==> config.mk <==
export PLATFORM = sky130hd
export DESIGN_NAME = crc_mem
export DESIGN_NICKNAME = d
export VERILOG_FILES = /design/src/rtl/crc_pkg.sv /design/src/rtl/crc_mem.sv
export SDC_FILE = /design/constraint.sdc
export NUM_CORES = 2
export LEC_CHECK = 0
export BUFFER_PORTS_ARGS = -buffer_cell sky130_fd_sc_hd__buf_2
export CORE_UTILIZATION = 55
export DETAILED_ROUTE_END_ITERATION = 10
export GPL_ROUTABILITY_DRIVEN = 0
export PLACE_DENSITY = 0.81
export SLEW_MARGIN = 10
export SYNTH_ARGS = -nofsm -noshare
export SYNTH_HDL_FRONTEND = slang
export SYNTH_SLANG_ARGS = --single-unit
export TNS_END_PERCENT = 30
==> constraint.sdc <==
create_clock -name i_clk -period 8.4 [get_ports i_clk]
set_clock_uncertainty 0.1 [all_clocks]
set_input_delay 0.42 -clock i_clk [delete_from_list [all_inputs] [get_ports i_clk]]
set_output_delay 0.42 -clock i_clk [all_outputs]
set_load 0.005 [all_outputs]
==> src/rtl/crc_pkg.sv <==
`timescale 1ns / 1ps

package crc_pkg;

    localparam int PROC_W = 6;
    localparam int MASK_W = 64;

    typedef enum logic [1:0] {
        ACT_INSERT = 2'd0,
        ACT_PAIR   = 2'd1,
        ACT_ROW    = 2'd2,
        ACT_COL    = 2'd3
    } t_action;

    typedef enum logic [2:0] {
        S_IDLE,
        S_GAIN,
        S_SWEEP,
        S_ROW,
        S_ROWDATA,
        S_DONE
    } t_state;

    typedef struct packed {
        logic              rd_en;
        logic [PROC_W-1:0] rd_addr;
        logic              wr_en;
        logic [PROC_W-1:0] wr_addr;
    } t_mem_ctl;

endpackage

==> src/rtl/crc_mem.sv <==
`timescale 1ns / 1ps

module crc_mem #(
    parameter int NUM_PROCS = 64
) (
    input  logic                   i_clk,
    input  logic                   i_rst_n,
    input  crc_pkg::t_mem_ctl      i_ctl,
    input  logic [NUM_PROCS-1:0]   i_wr_data,
    output logic [NUM_PROCS-1:0]   o_rd_data
);
    import crc_pkg::*;

    localparam int AW = (NUM_PROCS > 1) ? $clog2(NUM_PROCS) : 1;

    logic [NUM_PROCS-1:0] r_mem [NUM_PROCS];
    logic [NUM_PROCS-1:0] r_vld;
    logic [NUM_PROCS-1:0] r_rd_data;
    logic                 r_rd_vld;

    always_ff @(posedge i_clk) begin
        if (i_ctl.wr_en) begin
            r_mem[i_ctl.wr_addr[AW-1:0]] <= i_wr_data;
        end
        if (i_ctl.rd_en) begin
            r_rd_data <= r_mem[i_ctl.rd_addr[AW-1:0]];
        end
    end

    // row valid bits stand in for clearing the matrix at reset
    always_ff @(posedge i_clk) begin
        if (!i_rst_n) begin
            r_vld    <= '0;
            r_rd_vld <= 1'b0;
        end else begin
            if (i_ctl.wr_en) begin
                r_vld[i_ctl.wr_addr[AW-1:0]] <= 1'b1;
            end
            if (i_ctl.rd_en) begin
                r_rd_vld <= r_vld[i_ctl.rd_addr[AW-1:0]];
            end
        end
    end

    assign o_rd_data = r_rd_vld ? r_rd_data : '0;

endmodule

; ---- Yosys cells after proc, flatten, opt, wreduce, memory -nomap -nowiden
; Memory sizes are Yosys's and may differ from the RTL's. A register that Yosys moved wholly into a read port is not among the register bits.
; Cells that the tools add are included.
[op_classes]
magnitude_cmp = 3
bitwise_logic = 1
n_reduce_logical = 1
muxes = 7
[ops]
columns = op, count
row1 = 64-bit two-way mux, 1
row2 = 64-bit OR, 1
row3 = 6-bit by 7-bit < comparator with 1-bit output (second input constant), 2
row4 = 1-bit binary-select mux with 6-bit select, 1
row5 = 1-bit demux with 6-bit select, 1
row6 = 6-bit by 1-bit >= comparator with 1-bit output (second input constant), 1
row7 = 1-bit two-way mux, 4
row8 = 1-bit logical AND, 1
[totals]
ramBits = 4096
output_inout_bits = 64
reg_bits = 65
mem_count = 1
[memory_table]
columns = memory, depth, word_bits, read_ports, rd_ports_with_merged_regs, write_ports, line
row1 = r_mem, 64, 64, 1, 1, 1, crc_mem.sv:16  ; logic [NUM_PROCS-1:0] r_mem [NUM_PROCS];

; ---- Longest topological paths before layout
[depth]
depth_word = 5
depth_mapped = 10
mapped_depth_nobuf = 5

; ---- Worst setup path before layout
; OpenSTA, ideal clock, no wires.
[synth_timing]
path_type = input-to-reg
start = input i_ctl[6] in the netlist's numbering
end = memory r_mem[40][0], enable pin
setup_slack_ns = 2.433
arrival_time_ns = 5.300
setup_ns = 0.567
cell_stages = 3
path_cell_list = nor2b_1 nand3_1 nor3_1
[synth_via]
elab_chain_len = 2
[synth_rtl]
columns = item, line
row1 = start: declaration, crc_mem.sv:8  ; input crc_pkg::t_mem_ctl i_ctl,
row2 = 1-bit two-way mux, crc_mem.sv:22  ; if (i_ctl.wr_en) begin
row3 = 1-bit two-way mux (implied by the code), crc_mem.sv:23  ; r_mem[i_ctl.wr_addr[AW-1:0]] <= i_wr_data;
row4 = end: declaration, crc_mem.sv:16
; Every way passes these cells.

==> impl_metrics.toml <==
[sta]
timing.hold.ws_ps = 91.63
hold_viol_final = 0
relSlewSlack = 0.1051
max_freq_mhz = 274.7
grt_setup_unrepaired = "no"
fin_tns_setup_ps = 0
slew_violations = 0
period_minus_slack_ps = 3641
fin_crit_sh = 0.4334
tightest_slew_ps = 1342
setup_viol = 0

[global_route]
grt_pass1_wl_mm = 670.7
antenna_found_initial = 56
grt_usage = 0.3381
grt_max_degree = 154
gr-total-overflow = 0
grt_pass1_vias = 82220

[power]
power_leakage_uw = 0.05512
power_uw = 43550
peakVddDrop_uv = 205.1
powerDensity_nw_per_um2 = 244.0

[detailed_routing]
vias_per_cell = 7.587
wirelength_mm = 492.9
drt_iter0_markers = 15180
final_antenna_net_count = 0
drc = 0
wl_per_cell_um = 45.65
num_vias = 81920
dr.pass1.iters = 6

[yosys]
syn-num-nets = 6400
syn_avg_cell_area_um2 = 25.25
synth_commonest_cells = "edfxtp_1, mux4_2, clkbuf_1"
netlist_area_um2 = 159600
synth_cell_types = 30
yosysWarnings = 0
yosysTopAreaCellShare = 0.7829
yosysTopAreaCell = "edfxtp_1"
ys_seq_area_frac = 0.7910
async_flop_share = 0
synth.area.top_cells = "edfxtp_1, mux4_2, dfxtp_1"
ys.flop_type = "edfxtp_1"
syn_inst = 6320
synth.most_common_cell = "edfxtp_1"
ys_ff_latch = 4225
synth_edf_count = 4160

[critical_path]
cp_cell_sequence = "buf_12 > buf_12 > buf_4 > mux4_2 > mux4_2 > a22oi_1 > nand2_1"
slowest_delay_ps = 680
r2r_setup_slack_ps = 5410
timing.rr.end = "r_rd_data[32]$_DFFE_PP_"
startpoint = "i_ctl[7]"
critical_path_peak_fanout = 96
critical-path-slowest-cell = "buf_4"
cp-end-kind = "flip-flop"
rr_worst_depth = 4
cp_top_family = "buffers and inverters"
cp.arrival_ps = 4170
path_buf_inv = 3
path_class = "primary input to flip-flop"
r2r-start = "r_mem[4][32]$_DFFE_PP_"
startpoint_type = "primary input"
crit_required_ps = 8930

[cells_and_area]
nNetsFinal = 6758
fill_cells = 17420
layout-area-overhead-vs-synth_pct = 11.84
drive_gt1_frac = 0.3189

[die]
initial_utilization = 0.5533
io-pin-count = 144
fp.dieW_um = 540.6
die_h_um = 540.6
core_area_um2 = 288400
rows = 197
dieArea_um2 = 292300

[cts]
hold_buffers = 1
cts.sinks = 4225
cts_tree = "built"
cts_setup_buffers = 0
clk_latency_ps = 940
cts_made_buffers = 390
ctsResizeCount = 0
cts_htree_levels = 5
clkTransAtPathRegs_ps = 70
cts_root_buffer = "clkbuf_16"
clock_path_buffers = 4

[worst_hold_path]
holdPathStages = 3
hold_start = "i_ctl[12]"
hold_class = "primary input to flip-flop"
min_to = "r_rd_vld$_SDFFE_PN0P_"

[job]
cap_violations = 0

[run_status]
status = "finished, final reports clean"

[placed_design]
io_buffers = 143
dp_hpwl_mm = 216.8
-- worst max path at each step --
| stage | end | slack [ps] | cells after the start |
|---|---|---|---|
| 4_1_cts | r_rd_data[10]$_DFFE_PP_ | 4810 | 7 |
| 3_5_place_dp | r_rd_data[10]$_DFFE_PP_ | 4000 | 7 |
| 3_3_place_gp | r_rd_data[11]$_DFFE_PP_ | 4160 | 7 |
| 2_1_floorplan | r_mem[40][0]$_DFFE_PP_ | 2430 | 3 |
| 5_1_grt | r_rd_data[10]$_DFFE_PP_ | 4590 | 7 |
| 6_report | r_rd_data[10]$_DFFE_PP_ | 4760 | 7 |
-- layer usage --
layer	wire length, um	track usage	share of wire	vias up
met5	282	0	0.00057	-
li1	-	-	-	28280
met3	65170	0.07848	0.13	2220
met4	40660	0.2258	0.082	42
met1	149200	0.4134	0.30	42230
met2	237600	0.5431	0.48	9146
-- cell families after synthesis --
kind of cell / after synthesis / synth area share
compound gates: 210 / 0.009888
buf+inv: 341 / 0.009112
flops: 4225 / 0.7910
mux: 1296 / 0.1825
simple gates: 248 / 0.007489
-- placed cells by master, fill, tap and decap left out, drive strengths merged, types with 6 or more instances in the layout --
master / netlist / layout
a2111oi: 6 / 6
a22oi: 131 / 131
and2: 65 / 65
buf: 153 / 306
bufinv: 0 / 43
clkbuf: 188 / 463
clkinv: 0 / 168
clkinvlp: 0 / 19
dfxtp: 65 / 65
diode: 0 / 24
edfxtp: 4160 / 4160
inv: 0 / 13
mux4: 1290 / 1290
nand2: 72 / 72
nand2b: 10 / 10
nand3: 10 / 10
nor2: 64 / 64
nor2b: 16 / 16
o21a: 64 / 64
-- power breakdown --
part           total (uW)  switching (uW)  internal [uW]  leakage [uW]
clock               18200            8140          10000       0.00615
combinational        1940            1160            775        0.0110
sequential          23500             117          23300        0.0380
total               43500            9430          34100        0.0551
-- flip-flops by register name, indices dropped and copies added (netlist names) --
register   cells
r_vld         64
r_mem       4096
r_rd_data     64
r_rd_vld       1
-- worst register-to-register path, delay by kind of cell, from the launching register on --
family / cells / cell delay [ps]
DFF: 1 / 470
muxes: 2 / 970
and+or+nand+nor: 1 / 260
AOI/OAI and AO/OA: 1 / 880
-- metrics by stage --
stage / setup slack, ps / util / area (um2) / instances
after floorplan: 2433 / - / 159600 / 6320
after global placement: 4160 / 0.5747 / 165700 / 10070
after CTS: 4812 / 0.6185 / 178400 / 10770
after global routing: 4592 / 0.6187 / 178400 / 10790
final: 4759 / 0.6188 / 178500 / 10800
after detailed placement: 4003 / 0.5747 / 165700 / 10070
-- cell type report --
cell class / count / area [um2] / area share
tap: 3781 / 4731 / 0.02651
multi-input combinational: 1754 / 32390 / 0.1815
antenna: 24 / 60.06 / 0.0003365
sequential: 4225 / 126200 / 0.7073
clock buffer: 463 / 10170 / 0.05699
timing repair buffer: 307 / 2422 / 0.01357
clock inverter: 243 / 2457 / 0.01377
(Power assumes the default switching activity.)
